--- src/rtl/one_wire_bus_master_core_assert.svh ---
// assertion macros for the single-wire bus master core
// expects clk and rst_n in the scope of the including module
`ifndef ONE_WIRE_BUS_MASTER_CORE_ASSERT_SVH
`define ONE_WIRE_BUS_MASTER_CORE_ASSERT_SVH

// same-cycle implication, checked out of reset
`define OWBM_ASSERT_NOW(label, cond, prop) \
    label: assert property (@(posedge clk) disable iff (!rst_n) (cond) |-> (prop)) \
        else $error("owbm assertion failed");

// next-cycle implication, checked out of reset
`define OWBM_ASSERT_NEXT(label, cond, prop) \
    label: assert property (@(posedge clk) disable iff (!rst_n) (cond) |=> (prop)) \
        else $error("owbm assertion failed");

`endif

--- src/rtl/owbm_pkg.sv ---
// shared types and constants for the single-wire bus master core
// no dependencies
`timescale 1ns / 1ps

package owbm_pkg;

    // field widths
    localparam int CFG_W          = 10;
    localparam int CFG_IDX_W      = 3;
    localparam int BYTE_W         = 8;
    localparam int BITS_PER_BYTE  = 8;
    localparam int BIT_IDX_W      = 3;
    localparam int TIMER_BITS_DEF = 10;

    // command codes
    localparam logic [1:0] ACT_TICK  = 2'd0;
    localparam logic [1:0] ACT_RESET = 2'd1;
    localparam logic [1:0] ACT_WRITE = 2'd2;
    localparam logic [1:0] ACT_READ  = 2'd3;

    // register indexes
    localparam logic [CFG_IDX_W-1:0] REG_RESET_LOW     = 3'd0;
    localparam logic [CFG_IDX_W-1:0] REG_PRESENCE_WAIT = 3'd1;
    localparam logic [CFG_IDX_W-1:0] REG_RESET_TAIL    = 3'd2;
    localparam logic [CFG_IDX_W-1:0] REG_ONE_LOW       = 3'd3;
    localparam logic [CFG_IDX_W-1:0] REG_WRITE_SLOT    = 3'd4;
    localparam logic [CFG_IDX_W-1:0] REG_READ_LOW      = 3'd5;
    localparam logic [CFG_IDX_W-1:0] REG_READ_TAIL     = 3'd6;

    // register reset values
    localparam logic [CFG_W-1:0] RST_RESET_LOW     = 10'd480;
    localparam logic [CFG_W-1:0] RST_PRESENCE_WAIT = 10'd80;
    localparam logic [CFG_W-1:0] RST_RESET_TAIL    = 10'd400;
    localparam logic [CFG_W-1:0] RST_ONE_LOW       = 10'd1;
    localparam logic [CFG_W-1:0] RST_WRITE_SLOT    = 10'd50;
    localparam logic [CFG_W-1:0] RST_READ_LOW      = 10'd2;
    localparam logic [CFG_W-1:0] RST_READ_TAIL     = 10'd50;

    // command beat
    typedef struct packed {
        logic [1:0]        action;
        logic [BYTE_W-1:0] data_byte;
        logic              line_level;
    } cmd_t;

    // result beat
    typedef struct packed {
        logic              drive_low;
        logic              busy_res;
        logic              done_res;
        logic              presence;
        logic [BYTE_W-1:0] read_data;
    } rsp_t;

    // timing registers as seen by the sequencer
    typedef struct packed {
        logic [CFG_W-1:0] reset_low_time;
        logic [CFG_W-1:0] presence_wait_time;
        logic [CFG_W-1:0] reset_tail_time;
        logic [CFG_W-1:0] one_low_time;
        logic [CFG_W-1:0] write_slot_time;
        logic [CFG_W-1:0] read_low_time;
        logic [CFG_W-1:0] read_tail_time;
    } cfg_regs_t;

    // bus phases
    typedef enum logic [11:0] {
        PH_IDLE       = 12'b0000_0000_0001,
        PH_RST_LOW    = 12'b0000_0000_0010,
        PH_RST_WAIT   = 12'b0000_0000_0100,
        PH_RST_SAMPLE = 12'b0000_0000_1000,
        PH_RST_TAIL   = 12'b0000_0001_0000,
        PH_W1_LOW     = 12'b0000_0010_0000,
        PH_W1_REL     = 12'b0000_0100_0000,
        PH_W0_LOW     = 12'b0000_1000_0000,
        PH_W0_REC     = 12'b0001_0000_0000,
        PH_R_LOW      = 12'b0010_0000_0000,
        PH_R_SAMPLE   = 12'b0100_0000_0000,
        PH_R_TAIL     = 12'b1000_0000_0000
    } phase_t;

endpackage

--- src/rtl/one_wire_bus_master_core.sv ---
// a command beat is registered in the input stage, then its result beat in the result register
// one command beat per cycle unless a low rsp_ready holds the full result register, each beat is one bus tick
// the rate is set by the single-pass sequencer between input and result registers
// reset: all control and bus state cleared, timing registers back to defaults
// depends on owbm_pkg, owbm_cfg_regs, owbm_sequencer, one_wire_bus_master_core_assert.svh
`timescale 1ns / 1ps

`include "one_wire_bus_master_core_assert.svh"

module one_wire_bus_master_core
    import owbm_pkg::*;
#(
    parameter int TIMER_BITS = TIMER_BITS_DEF
)
(
    input  logic                 clk,
    input  logic                 rst_n,
    input  logic                 cmd_valid,
    output logic                 cmd_ready,
    input  cmd_t                 cmd,
    output logic                 rsp_valid,
    input  logic                 rsp_ready,
    output rsp_t                 rsp,
    input  logic                 cfg_valid,
    output logic                 cfg_ready,
    input  logic [CFG_IDX_W-1:0] cfg_index,
    input  logic [CFG_W-1:0]     cfg_data
);

    logic      s1_valid_reg, s1_valid_next;
    cmd_t      s1_cmd_reg;
    logic      s1_fire;
    logic      rsp_valid_reg, rsp_valid_next;
    rsp_t      rsp_reg;
    rsp_t      seq_rsp;
    cfg_regs_t regs;

    // configuration writes are always taken
    assign cfg_ready = 1'b1;

    owbm_cfg_regs u_cfg (
        .clk      (clk),
        .rst_n    (rst_n),
        .wr_en    (cfg_valid),
        .wr_index (cfg_index),
        .wr_data  (cfg_data),
        .regs     (regs)
    );

    // input stage moves on when the result register is free or draining
    assign s1_fire   = s1_valid_reg && (!rsp_valid_reg || rsp_ready);
    assign cmd_ready = !s1_valid_reg || s1_fire;

    always_comb
    begin
        s1_valid_next = s1_valid_reg;
        if (cmd_ready)
            s1_valid_next = cmd_valid;
    end

    owbm_sequencer #(
        .TIMER_BITS (TIMER_BITS)
    ) u_seq (
        .clk   (clk),
        .rst_n (rst_n),
        .step  (s1_fire),
        .cmd   (s1_cmd_reg),
        .regs  (regs),
        .rsp   (seq_rsp)
    );

    // result register
    always_comb
    begin
        rsp_valid_next = rsp_valid_reg;
        if (s1_fire)
            rsp_valid_next = 1'b1;
        else if (rsp_ready)
            rsp_valid_next = 1'b0;
    end

    always_ff @(posedge clk or negedge rst_n)
    begin
        if (!rst_n)
        begin
            s1_valid_reg  <= 1'b0;
            rsp_valid_reg <= 1'b0;
        end
        else
        begin
            s1_valid_reg  <= s1_valid_next;
            rsp_valid_reg <= rsp_valid_next;
        end
    end

    // payload registers
    always_ff @(posedge clk)
    begin
        if (cmd_ready && cmd_valid)
            s1_cmd_reg <= cmd;
        if (s1_fire)
            rsp_reg <= seq_rsp;
    end

    assign rsp_valid = rsp_valid_reg;
    assign rsp       = rsp_reg;

    // checks
    `OWBM_ASSERT_NOW(a_done_not_busy, rsp_valid && rsp.done_res, !rsp.busy_res)
    `OWBM_ASSERT_NOW(a_drive_in_op, rsp_valid && rsp.drive_low, rsp.busy_res || rsp.done_res)
    `OWBM_ASSERT_NOW(a_empty_stage_ready, !s1_valid_reg, cmd_ready)
    `OWBM_ASSERT_NEXT(a_fire_gives_result, s1_fire, rsp_valid)

endmodule

--- src/rtl/owbm_cfg_regs.sv ---
// timing register file of the single-wire bus master
// depends on owbm_pkg
`timescale 1ns / 1ps

module owbm_cfg_regs
    import owbm_pkg::*;
(
    input  logic                 clk,
    input  logic                 rst_n,
    input  logic                 wr_en,
    input  logic [CFG_IDX_W-1:0] wr_index,
    input  logic [CFG_W-1:0]     wr_data,
    output cfg_regs_t            regs
);

    cfg_regs_t regs_reg;
    cfg_regs_t regs_next;

    // write decode, out-of-range indexes are dropped
    always_comb
    begin
        regs_next = regs_reg;
        if (wr_en)
        begin
            case (wr_index)
                REG_RESET_LOW:     regs_next.reset_low_time     = wr_data;
                REG_PRESENCE_WAIT: regs_next.presence_wait_time = wr_data;
                REG_RESET_TAIL:    regs_next.reset_tail_time    = wr_data;
                REG_ONE_LOW:       regs_next.one_low_time       = wr_data;
                REG_WRITE_SLOT:    regs_next.write_slot_time    = wr_data;
                REG_READ_LOW:      regs_next.read_low_time      = wr_data;
                REG_READ_TAIL:     regs_next.read_tail_time     = wr_data;
                default:           regs_next = regs_reg;
            endcase
        end
    end

    always_ff @(posedge clk or negedge rst_n)
    begin
        if (!rst_n)
        begin
            regs_reg.reset_low_time     <= RST_RESET_LOW;
            regs_reg.presence_wait_time <= RST_PRESENCE_WAIT;
            regs_reg.reset_tail_time    <= RST_RESET_TAIL;
            regs_reg.one_low_time       <= RST_ONE_LOW;
            regs_reg.write_slot_time    <= RST_WRITE_SLOT;
            regs_reg.read_low_time      <= RST_READ_LOW;
            regs_reg.read_tail_time     <= RST_READ_TAIL;
        end
        else
        begin
            regs_reg <= regs_next;
        end
    end

    assign regs = regs_reg;

endmodule

--- src/rtl/owbm_sequencer.sv ---
// bus phase sequencer: one tick of bus timing per step
// depends on owbm_pkg
`timescale 1ns / 1ps

module owbm_sequencer
    import owbm_pkg::*;
#(
    parameter int TIMER_BITS = TIMER_BITS_DEF
)
(
    input  logic      clk,
    input  logic      rst_n,
    input  logic      step,
    input  cmd_t      cmd,
    input  cfg_regs_t regs,
    output rsp_t      rsp
);

    localparam int CW = (TIMER_BITS > CFG_W) ? TIMER_BITS : CFG_W;
    localparam logic [CW-1:0] TMAX = CW'((64'd1 << TIMER_BITS) - 64'd1);

    // clamp a register to the timer range, optionally at least one tick
    function automatic logic [TIMER_BITS-1:0] clamp(input logic [CFG_W-1:0] v,
                                                     input logic min1);
        logic [CW-1:0] w;
        w = CW'(v);
        if (min1 && (w == '0))
            w = CW'(1);
        if (w > TMAX)
            w = TMAX;
        return TIMER_BITS'(w);
    endfunction

    phase_t                 phase_reg, phase_next;
    logic [TIMER_BITS-1:0]  tick_reg, tick_next;
    logic [BIT_IDX_W-1:0]   bit_reg, bit_next;
    logic [BYTE_W-1:0]      shift_reg, shift_next;
    logic                   pres_reg, pres_next;
    logic [BYTE_W-1:0]      recv_reg, recv_next;

    logic [TIMER_BITS-1:0]  dur;
    logic [TIMER_BITS-1:0]  tick_inc;
    logic [TIMER_BITS-1:0]  rst_tail_dur;
    logic [TIMER_BITS-1:0]  rd_tail_dur;
    logic [BIT_IDX_W-1:0]   bit_inc;
    logic                   last_bit;
    logic                   drive;
    logic                   done;

    assign rst_tail_dur = clamp(regs.reset_tail_time, 1'b0);
    assign rd_tail_dur  = clamp(regs.read_tail_time, 1'b0);

    // one tick of the bus timing
    always_comb
    begin
        phase_next = phase_reg;
        tick_next  = tick_reg;
        bit_next   = bit_reg;
        shift_next = shift_reg;
        pres_next  = pres_reg;
        recv_next  = recv_reg;
        drive      = 1'b0;
        done       = 1'b0;
        dur        = TIMER_BITS'(1);
        tick_inc   = '0;
        bit_inc    = '0;
        last_bit   = 1'b0;

        // command start while idle, this beat is already the first tick
        if (phase_reg == PH_IDLE && cmd.action != ACT_TICK)
        begin
            tick_next = '0;
            bit_next  = '0;
            case (cmd.action)
                ACT_RESET:
                begin
                    phase_next = PH_RST_LOW;
                end
                ACT_WRITE:
                begin
                    shift_next = cmd.data_byte;
                    phase_next = cmd.data_byte[0] ? PH_W1_LOW : PH_W0_LOW;
                end
                default:
                begin
                    shift_next = '0;
                    phase_next = PH_R_LOW;
                end
            endcase
        end

        if (phase_next != PH_IDLE)
        begin
            drive = (phase_next == PH_RST_LOW) || (phase_next == PH_W1_LOW) ||
                    (phase_next == PH_W0_LOW) || (phase_next == PH_R_LOW);
            if (phase_next == PH_RST_SAMPLE)
                pres_next = ~cmd.line_level;
            if (phase_next == PH_R_SAMPLE && cmd.line_level)
                shift_next[bit_next] = 1'b1;

            // duration of the current phase
            case (phase_next)
                PH_RST_LOW:  dur = clamp(regs.reset_low_time, 1'b1);
                PH_RST_WAIT: dur = clamp(regs.presence_wait_time, 1'b1);
                PH_RST_TAIL: dur = rst_tail_dur;
                PH_W1_LOW:   dur = clamp(regs.one_low_time, 1'b1);
                PH_W1_REL:   dur = clamp(regs.write_slot_time, 1'b1);
                PH_W0_LOW:   dur = clamp(regs.write_slot_time, 1'b1);
                PH_R_LOW:    dur = clamp(regs.read_low_time, 1'b1);
                PH_R_TAIL:   dur = rd_tail_dur;
                default:     dur = TIMER_BITS'(1);
            endcase

            tick_inc  = tick_next + 1'b1;
            tick_next = tick_inc;
            bit_inc   = bit_next + 1'b1;
            last_bit  = (bit_next == BIT_IDX_W'(BITS_PER_BYTE - 1));

            // phase over, move on
            if (tick_inc == '0 || tick_inc >= dur)
            begin
                tick_next = '0;
                case (phase_next)
                    PH_RST_LOW:  phase_next = PH_RST_WAIT;
                    PH_RST_WAIT: phase_next = PH_RST_SAMPLE;
                    PH_RST_SAMPLE:
                    begin
                        if (rst_tail_dur != '0)
                            phase_next = PH_RST_TAIL;
                        else
                        begin
                            phase_next = PH_IDLE;
                            done       = 1'b1;
                        end
                    end
                    PH_RST_TAIL:
                    begin
                        phase_next = PH_IDLE;
                        done       = 1'b1;
                    end
                    PH_W1_LOW:   phase_next = PH_W1_REL;
                    PH_W0_LOW:   phase_next = PH_W0_REC;
                    PH_W1_REL, PH_W0_REC:
                    begin
                        if (last_bit)
                        begin
                            phase_next = PH_IDLE;
                            bit_next   = '0;
                            done       = 1'b1;
                        end
                        else
                        begin
                            bit_next   = bit_inc;
                            phase_next = shift_next[bit_inc] ? PH_W1_LOW : PH_W0_LOW;
                        end
                    end
                    PH_R_LOW:    phase_next = PH_R_SAMPLE;
                    PH_R_SAMPLE, PH_R_TAIL:
                    begin
                        if (phase_next == PH_R_SAMPLE && rd_tail_dur != '0)
                            phase_next = PH_R_TAIL;
                        else if (last_bit)
                        begin
                            recv_next  = shift_next;
                            phase_next = PH_IDLE;
                            bit_next   = '0;
                            done       = 1'b1;
                        end
                        else
                        begin
                            bit_next   = bit_inc;
                            phase_next = PH_R_LOW;
                        end
                    end
                    default:
                    begin
                        phase_next = PH_IDLE;
                        done       = 1'b1;
                    end
                endcase
            end
        end
    end

    // result of this tick
    always_comb
    begin
        rsp.drive_low = drive;
        rsp.busy_res  = (phase_next != PH_IDLE);
        rsp.done_res  = done;
        rsp.presence  = pres_next;
        rsp.read_data = recv_next;
    end

    // bus state, advances once per accepted beat
    always_ff @(posedge clk or negedge rst_n)
    begin
        if (!rst_n)
        begin
            phase_reg <= PH_IDLE;
            tick_reg  <= '0;
            bit_reg   <= '0;
            shift_reg <= '0;
            pres_reg  <= 1'b0;
            recv_reg  <= '0;
        end
        else if (step)
        begin
            phase_reg <= phase_next;
            tick_reg  <= tick_next;
            bit_reg   <= bit_next;
            shift_reg <= shift_next;
            pres_reg  <= pres_next;
            recv_reg  <= recv_next;
        end
    end

endmodule
--- config.mk ---
export PLATFORM = sky130hd
export DESIGN_NAME = one_wire_bus_master_core
export DESIGN_NICKNAME = d
export VERILOG_FILES = /design/src/rtl/owbm_pkg.sv /design/src/rtl/one_wire_bus_master_core.sv /design/src/rtl/owbm_cfg_regs.sv /design/src/rtl/owbm_sequencer.sv
export VERILOG_INCLUDE_DIRS = /design/src /design/src/rtl
export SDC_FILE = /design/constraint.sdc
export NUM_CORES = 1
export LEC_CHECK = 0
export BUFFER_PORTS_ARGS = -buffer_cell sky130_fd_sc_hd__buf_2
export CORE_ASPECT_RATIO = 0.75
export CORE_UTILIZATION = 50
export CTS_BUF_LIST = sky130_fd_sc_hd__clkbuf_2 sky130_fd_sc_hd__clkbuf_4 sky130_fd_sc_hd__clkbuf_8
export DETAILED_ROUTE_END_ITERATION = 10
export PLACE_DENSITY_LB_ADDON = 0.1
export REMOVE_ABC_BUFFERS = 1
export SETUP_SLACK_MARGIN = 0.5
export SYNTH_ARGS = -nofsm -noshare
export SYNTH_HDL_FRONTEND = slang
export SYNTH_SLANG_ARGS = --single-unit
--- constraint.sdc ---
create_clock -name clk -period 5.45 [get_ports clk]
set_input_delay 0.2725 -clock clk [delete_from_list [all_inputs] [get_ports clk]]
set_output_delay 0.2725 -clock clk [all_outputs]
set_load 0.05 [all_outputs]
# Word-level counts from Yosys, hierarchy flattened

Cells that the tools add are included.

Reduce and logical (&&, ||, !) cells: 36
Multiplexer cells: 69
Equality and inequality tests: 23
$lt $le $gt $ge: 12
Add/sub/neg operators: 2
Bitwise gates (word level): 2

Operators with widths:

| cell                 | count |
|---|---|
| $mux 10              | 30 |
| $pmux 12 s8          | 1 |
| $mux 8               | 11 |
| $gt 10x10->1 const B | 8 |
| $pmux 10 s8          | 1 |
| $logic_not 10->1     | 6 |
| $mux 12              | 5 |
| $ne 12x1->1 const B  | 2 |
| $pmux 12 s2          | 1 |
| $reduce_bool 10->1   | 2 |
| $pmux 8 s2           | 1 |
| $reduce_and 2->1     | 8 |
| $mux 3               | 5 |
| $eq 12x1->1 const B  | 1 |
| $eq 12x10->1 const B | 1 |
| $eq 12x11->1 const B | 1 |
| $eq 12x12->1 const B | 1 |
| $eq 12x2->1 const B  | 1 |
| $eq 12x3->1 const B  | 1 |
| $eq 12x4->1 const B  | 1 |
| $eq 12x5->1 const B  | 1 |
| $eq 12x6->1 const B  | 1 |
| $eq 12x7->1 const B  | 1 |
| $eq 12x8->1 const B  | 1 |
| 26 further kinds     | 52 |

Logic and storage cells: 167
Bits in registers: 137

# Depth between registers and ports, before layout

Gate-level depths: netlist (run 1).

Depth after elaboration: 18
Gate-level depth with buffers: 22
Gate-level depth less buffers: 18

# Modules after synthesis

Synthesis (run 1) repeated with hierarchy kept, for this count alone.

Cell total of the unflattened synthesis: 665
Area total of the unflattened synthesis: 7,455.9 µm²

Modules (own cells, without submodules):

| module                   | times used | area each (µm²) | cells each |
|---|---|---|---|
| owbm_sequencer           | 1          | 3,841.2         | 478 |
| owbm_cfg_regs            | 1          | 2,808.9         | 154 |
| one_wire_bus_master_core | 1          | 805.8           | 33 |

# Least setup slack after synthesis (run 1)

Ideal clock, no wire load.

Path type: reg2reg
From: register u_seq.phase_reg[1]
To: register u_seq.recv_reg[0]
Library setup time: 0.125 ns
Clock period less this slack: 4.594 ns
Setup slack: 0.856 ns
Data arrival time: 4.470 ns
Stages on the path, launching flop included: 20
Path buffers: 4
Cells stage by stage: dfrtp_1 -> clkbuf_1 -> nor3b_1 -> nand4_1 -> clkbuf_1 -> clkbuf_1 -> and2_1 -> ha_1 -> nand3_1 -> nor3_1 -> nand3_1 -> xor2_1 -> nor2_1 -> ha_1 -> nand4_1 -> or2_2 -> o221a_2 -> buf_4 -> nor3_4 -> mux2_2

Longest elaborated chain between the ends: 15
Elaborated cells on any way between the ends: 39
Those cells by class: add/sub: 1; order compare: 3; eq/ne: 12; mux: 15; bitwise: 1; reduce/logical: 7

RTL lines:

| item                                                           | line                  | RTL |
|---|---|---|
| from (decl)                                                    | owbm_sequencer.sv:34  | `phase_t phase_reg, phase_next;` |
| from (signal assigned)                                         | owbm_sequencer.sv:209 | `phase_reg <= phase_next;` |
| $eq 12x1->1                                                    | owbm_sequencer.sv:70  | `if (phase_reg == PH_IDLE && cmd.action != ACT_TICK)` |
| $logic_and 1x1->1                                              | owbm_sequencer.sv:70  |  |
| $mux 3                                                         | owbm_sequencer.sv:70  |  |
| $lt 3x4->1 (implied by the code) or $ge 3x1->1 (tied branches) | owbm_sequencer.sv:99  | `shift_next[bit_next] = 1'b1;` |
| $logic_and 1x1->1 (implied by the code)                        | owbm_sequencer.sv:99  |  |
| $mux 1 (implied by the code)                                   | owbm_sequencer.sv:99  |  |
| $demux 1 s3                                                    | --                    |  |
| $or 8x8->8 (no line)                                           | --                    |  |
| $mux 8                                                         | owbm_sequencer.sv:98  | `if (phase_next == PH_R_SAMPLE && cmd.line_level)` |
| $mux 8                                                         | owbm_sequencer.sv:92  | `if (phase_next != PH_IDLE)` |
| $mux 8                                                         | owbm_sequencer.sv:162 | `else if (last_bit)` |
| $mux 8                                                         | owbm_sequencer.sv:160 | `if (phase_next == PH_R_SAMPLE && rd_tail_dur != '0)` |
| $mux 8                                                         | owbm_sequencer.sv:123 | `case (phase_next)` |
| $mux 8                                                         | owbm_sequencer.sv:120 | `if (tick_inc == '0 \|\| tick_inc >= dur)` |
| $mux 8 (*)                                                     | owbm_sequencer.sv:92  |  |
| to (signal assigned)                                           | owbm_sequencer.sv:214 | `recv_reg <= recv_next;` |
| to (decl)                                                      | owbm_sequencer.sv:39  | `logic [BYTE_W-1:0] recv_reg, recv_next;` |

Mark *: on every way between the ends. The rest lies on a longest branch, timed or not. The select of a mux whose other input is x is not followed.
A chain may end at the register's enable or synchronous reset.

==> flow_summary.json, run 1 <==
{
  "required_ns": 5.67,
  "syn_area_um2": 7660,
  "yosysSeqAreaShare": 0.466,
  "synth_top_cell_by_area": "dfrtp_1",
  "clock_latency_ns": 0.47,
  "crit_path_max_fanout": 8,
  "critPathCaptureType": "flip-flop",
  "netSwitchingFraction": 0.460,
  "ff2ff_setup_slack_ns": 0.61,
  "cts_root_buf": "clkbuf_8",
  "dp_hpwl_um": 15800,
  "combinationalPowerShare": 0.511,
  "power_density_nw_per_um2": 556,
  "hold_class": "input port to flip-flop",
  "p_leak_nw": 3.61,
  "antenna_found_initial": 0,
  "worstMarginPinSlew_ns": 0.985,
  "vias_per_cell": 6.49,
  "globalplace.congestion": 0.925,
  "cp.arrival_ns": 5.06,
  "pwr-share-clk": 0.168,
  "grt_pass1_vias": 5964,
  "n_antenna_cell": 0,
  "ys_warn_count": 0,
  "design.core.area_um2": 14700,
  "finalSetupViolations": 0,
  "clockBufferDepth": 2,
  "rr_startpoint": "u_seq.phase_reg[11]",
  "cts_buffers": 17,
  "largest_register_ff_count": 70,
  "die_x_um": 145,
  "switchingPower_mw": 2.24,
  "netlist-cell-type-count": 81,
  "postLayoutCoreUtil": 0.596,
  "cts.sinks": 137,
  "synth_ff_type": "dfrtp_1",
  "ir_worst_vdd_uv": 333,
  "run_status": "finished clean",
  "ys_ff_latch": 137,
  "cp-endpoint": "rsp[0]",
  "initial_core_util": 0.521,
  "area_growth_pct": 14.3,
  "grt_max_degree": 66,
  "setup_ws_ns": 0.613,
  "ant_nets": 0,
  "nets": 809,
  "ctsHtreeMaxLevel": 4,
  "hold_slack_ns": 0.0905,
  "mostFrequentLayoutCells": "mux2_2, dfrtp_1, nand2_1, buf_2, nor2_1",
  "wirelength_um": 21900,
  "grt_pass1_wl_um": 34300,
  "synth_edf_count": 23,
  "whs_path_depth": 3,
  "cts_tree": "built",
  "fin_setup_tns_ns": 0,
  "syn_avg_cell_area_um2": 11.0,
  "syn_inst": 698,
  "die_area_um2": 15800,
  "synthArstFlopShare": 0.832,
  "crit_start": "u_seq.phase_reg[11]",
  "portBuffers": 42,
  "crit_type": "flip-flop to flip-flop",
  "dieHeight_um": 109,
  "track_usage": 0.290,
  "internal-power_mw": 2.63,
  "route.detailed.drc": 0,
  "p_seq_frac": 0.321,
  "cts.reportedPaths.clkPinSlew_ns": 0.08,
  "min-delay-start": "rsp_ready",
  "wl_per_cell_um": 22.4,
  "final.min_clock_period_ns": 4.84,
  "synth_area_leaders": "dfrtp_1, mux2_2, edfxtp_1",
  "hold_viol_final": 0,
  "dr.first_iter.drc_count": 585,
  "fin_skew_ns": 0.0100,
  "rr_worst_depth": 14,
  "maxSlewViolCount": 0,
  "drive_above_1_share": 0.326,
  "mostFrequentLayoutCell": "mux2_2",
  "fin_crit_sh": 0.887,
  "startpoint_type": "flip-flop",
  "dpl_worst_slack_ns": 0.434,
  "rsz0062_at_grt": "true",
  "rows": 38,
  "drt_pass1_iterations": 5,
  "maxCapViolCount": 0,
  "r2r-end": "rsp[0]",
  "yosysTopAreaCellShare": 0.314,
  "grt_overflow": 0,
  "clock.fmax_mhz": 207,
  "slew_headroom": 0.340,
  "vias": 6324,
  "io_pins": 44
}
-- cells in the mapped netlist (all sizes together) (9+ instances only) --
| master | n |
|---|---|
| a21oi | 27 |
| a22oi | 30 |
| buf | 17 |
| clkbuf | 20 |
| dfrtp | 96 |
| dfstp | 18 |
| edfxtp | 23 |
| ha | 18 |
| inv | 17 |
| mux2 | 96 |
| nand2 | 42 |
| nand3 | 23 |
| nand4 | 10 |
| nor2 | 33 |
| nor3 | 19 |
| nor4 | 20 |
| o21ai | 36 |
| o31ai | 10 |
| or2 | 9 |
| or4 | 13 |
-- power by group through the flow --
| stage | clock, mW | sequential (mW) | combinational (mW) |
|---|---|---|---|
| floorplan | 0 | 1.55 | 1.50 |
| global placement | 0 | 1.56 | 2.22 |
| detailed placement | 0 | 1.56 | 2.27 |
| CTS | 0.828 | 1.55 | 2.34 |
| global route | 0.876 | 1.59 | 2.69 |
| finish | 0.817 | 1.56 | 2.49 |
-- cells by family (layout without fill, tap and decap cells) --
logic type	after synthesis	count (layout)	synth area share
adder cells (fa/ha/maj)	18	18	0.0294
other	1	1	0.000490
buffers and inverters	55	132	0.0341
AO/OA/AOI/OAI	163	163	0.150
XOR/XNOR	9	9	0.0103
flip-flops	137	137	0.466
AND/OR/NAND/NOR	217	217	0.166
multiplexers	98	98	0.144
-- routing by layer --
metal / vias to the layer above / track usage / wire length [µm]
met5: - / 0 / 0
met4: 0 / 0.0957 / 346
met3: 35 / 0.0724 / 2050
met2: 303 / 0.387 / 8810
met1: 3186 / 0.447 / 10700
li1: 2800 / - / -
-- metrics by stage --
| step | area, µm² | total power [mW] | std cells |
|---|---|---|---|
| after floorplan | 7470 | 3.05 | 661 |
| after global placement | 8130 | 3.78 | 929 |
| after detailed placement | 8130 | 3.84 | 929 |
| after CTS | 8660 | 4.72 | 974 |
| after global routing | 8750 | 5.16 | 975 |
| final | 8750 | 4.87 | 975 |
-- what timing repair did --
item / 4_1_cts / 5_1_grt
resized for setup: 3 / 15
pin swaps: 1 / 2
setup buffers: 0 / 1
hold buffers: 13 / 0
gates cloned: 0 / 0
setup endpoints to repair: 10 / 34
hold endpoints to repair: 57 / 0
-- layout make-up --
| type | count | area (µm²) |
|---|---|---|
| tap | 200 | 250 |
| fill | 1253 | 5940 |
| clock inverter | 13 | 119 |
| inverter | 18 | 67.6 |
| timing repair buffer | 82 | 558 |
| clock buffer | 19 | 262 |
| multi-input combinational | 506 | 3930 |
| sequential | 137 | 3570 |
-- critical path, cell delays in order (launching register included) --
cell and delay [ns]:
dfrtp_1 0.47, nor4_1 0.46, buf_4 0.21, nand2_1 0.08, or4_1 0.70, nor4_1 0.52, buf_4 0.20, a221oi_1 0.07
ha_1 0.30, a21o_1 0.18, a21o_1 0.18, a211oi_2 0.36, o221ai_4 0.24, nand4_4 0.23, mux2_2 0.37
-- how the worst min path moves through the flow --
| stage | to | slack [ns] |
|---|---|---|
| after global placement | s1_valid_reg | 0.34 |
| after detailed placement | s1_valid_reg | 0.35 |
| after CTS | rsp_valid | 0.07 |
| after floorplan | rsp_valid | -0.02 |
| after global routing | rsp_valid | 0.09 |
| final | rsp_valid | 0.09 |
Power figures use the tool's default switching activity.
==> run 2: changes to the inputs <==
Settings changed: CORE_MARGIN from default to 8, REMOVE_ABC_BUFFERS 1 to default.
==> run 2 against run 1 <==
Maximum frequency increased by 1.9%. Sequential share of layout area is 0.68 points lower. Total power is 3.8% higher. Clock power grew 18%. Worst setup slack improved by 0.090 ns. Sequential power hardly changed. Count of clock-buffer cells in the layout is 3 higher. Clock skew about the same. Core utilization shrank 0.75 points. Wire length grew 4.2%. Die area increased by 24%. Critical endpoint is now u_seq.bit_reg[1]. Largest cell class unchanged.
==> flow_summary.json, run 2 (synthesis results as in run 1) <==
{
  "required_ns": 5.79,
  "hold_class": "input port to flip-flop",
  "final.min_clock_period_ns": 4.75,
  "ant_nets": 0,
  "antenna_found_initial": 0,
  "globalplace.congestion": 0.953,
  "dr_wl_met2_um": 9050,
  "slew_headroom": 0.377,
  "dieHeight_um": 123,
  "clock_latency_ns": 0.46,
  "fin_skew_ns": 0.00993,
  "cts.reportedPaths.clkPinSlew_ns": 0.08,
  "vias": 6301,
  "die_area_um2": 19600,
  "route.detailed.drc": 0,
  "grt_max_degree": 64,
  "track_usage": 0.236,
  "dr.first_iter.drc_count": 611,
  "maxSlewViolCount": 0,
  "critPathBufInv": 2,
  "dp_cells": 937,
  "die_x_um": 159,
  "wl_met1_um": 11400,
  "mostFrequentLayoutCells": "mux2_2, dfrtp_1, nand2_1, buf_2, buf_4",
  "crit_path_max_fanout": 16,
  "synth_nets": 745,
  "io_pins": 44,
  "fin_setup_tns_ns": 0,
  "initial_core_util": 0.506,
  "wirelength_um": 22800,
  "design.core.area_um2": 15100,
  "critPathCaptureType": "flip-flop",
  "crit_type": "flip-flop to flip-flop",
  "maxCapViolCount": 0,
  "ctsHtreeMaxLevel": 4,
  "cpLargestDelayFamily": "simple AND/OR/NAND/NOR gates",
  "cts_root_buf": "clkbuf_8",
  "run_status": "finished clean",
  "grt_overflow": 0,
  "ir_worst_vdd_uv": 288,
  "grt_pass1_wl_um": 35600,
  "vias_per_cell": 6.38,
  "worstMarginPinSlew_ns": 0.927,
  "routed.top_layer": "met4",
  "power_density_nw_per_um2": 567,
  "clock.fmax_mhz": 211,
  "p_leak_nw": 3.69,
  "max_stage_delay_ns": 0.47,
  "finalSetupViolations": 0,
  "cp_cell_sequence": "nor4_2, buf_4, nand4_1, buf_4, and2_2, ha_2, nand3_1, nor3_2, nand3_1, xor2_1, nor2_1, ha_1, nand4_1, or2_2, o221a_4, or3_1, o311ai_1",
  "rows": 39,
  "cts.sinks": 137,
  "wl_per_cell_um": 23.1,
  "hold_viol_final": 0,
  "wl_met3_um": 2190,
  "startpoint_type": "flip-flop",
  "grt_pass1_vias": 6099,
  "area_growth_pct": 16.2,
  "nets": 817,
  "fin_crit_sh": 0.871,
  "largest_register_ff_count": 70,
  "cpMaxStageDelayCell": "dfrtp_1",
  "cp.arrival_ns": 5.09,
  "rsz0062_at_grt": "true",
  "cts_buffers": 17,
  "portBuffers": 42,
  "dp_hpwl_um": 16600,
  "drt_pass1_iterations": 5,
  "drive_above_1_share": 0.332,
  "clockBufferDepth": 2,
  "cts_tree": "built",
  "n_antenna_cell": 0,
  "stdcell_count": 988
}
-- run 2: cell types whose count changed in the layout (fill, tap and decap cells not counted), moves of 2 or more --
cell | before | now
bufinv_16 | 1 | 4
a21oi_1 | 24 | 26
nor4_2 | 1 | 3
clkinv_2 | 4 | 2
buf_4 | 27 | 34
nor4_1 | 17 | 15
a21oi_2 | 2 | 0
clkbuf_4 | 0 | 2
-- run 2: worst min-delay path, cell delays in order --
cell,delay [ns]
buf_2,0.08
nand2b_1,0.11
nand2b_1,0.06
-- run 2: cell type report --
class,instances,area (µm²)
inverters,18,67.6
well taps,205,256
fillers,1300,6230
clock inverters,10,163
repair buffers,90,622
clock buffers,22,290
flip-flops and latches,137,3570
multi-input cells,506,3940
-- run 2: path summary, 6_finish.rpt --
| kind | startpoint | endpoint | slack, ns | depth (start not counted) |
|---|---|---|---|---|
| max | u_seq.phase_reg[4] | u_seq.bit_reg[1] | 0.70 | 17 |
| min | rsp_ready | rsp_valid | 0.09 | 3 |
| max reg2reg | u_seq.phase_reg[4] | u_seq.bit_reg[1] | 0.70 | 17 |
| min reg2reg | u_seq.recv_reg[7] | u_seq.recv_reg[7] | 0.50 | 1 |
| max in group asynchronous | rst_n | u_cfg.regs[36] | 3.78 | 3 |
| min in group asynchronous | rst_n | u_seq.pres_reg | 0.38 | 2 |
-- run 2: timing repair --
action	CTS	global route
pin swaps	1	3
gates resized for setup	8	12
gates cloned	0	0
hold buffers	13	0
setup endpoints to repair	30	35
buffers inserted	1	5
endpoints found under the hold margin	60	0
-- run 2: per-stage QoR --
| stage | hold WS [ns] | utilization | instance area [µm²] | worst slack (ns) | power, mW |
|---|---|---|---|---|---|
| 6_report | 0.0944 | 0.588 | 8900 | 0.704 | 5.05 |
| 2_1_floorplan | -0.0231 | - | 7660 | 0.856 | 3.16 |
| 5_1_grt | 0.0928 | 0.588 | 8900 | 0.480 | 5.36 |
| 3_5_place_dp | 0.361 | 0.539 | 8150 | 0.339 | 3.87 |
| 3_3_place_gp | 0.360 | 0.539 | 8150 | 0.399 | 3.84 |
| 4_1_cts | 0.0723 | 0.582 | 8800 | 0.520 | 4.92 |
-- run 2: metal layers --
layer	vias up	track usage
met5	-	0
met4	0	0.0593
met3	13	0.0768
met2	284	0.313
met1	3179	0.357
li1	2825	-
-- run 2: power by group --
part / internal [mW] / total [mW] / switching (mW) / leakage, nW
logic: 0.968 / 2.56 / 1.59 / 1.84
clock network: 0.547 / 0.960 / 0.413 / 0.235
registers: 1.30 / 1.53 / 0.229 / 1.62
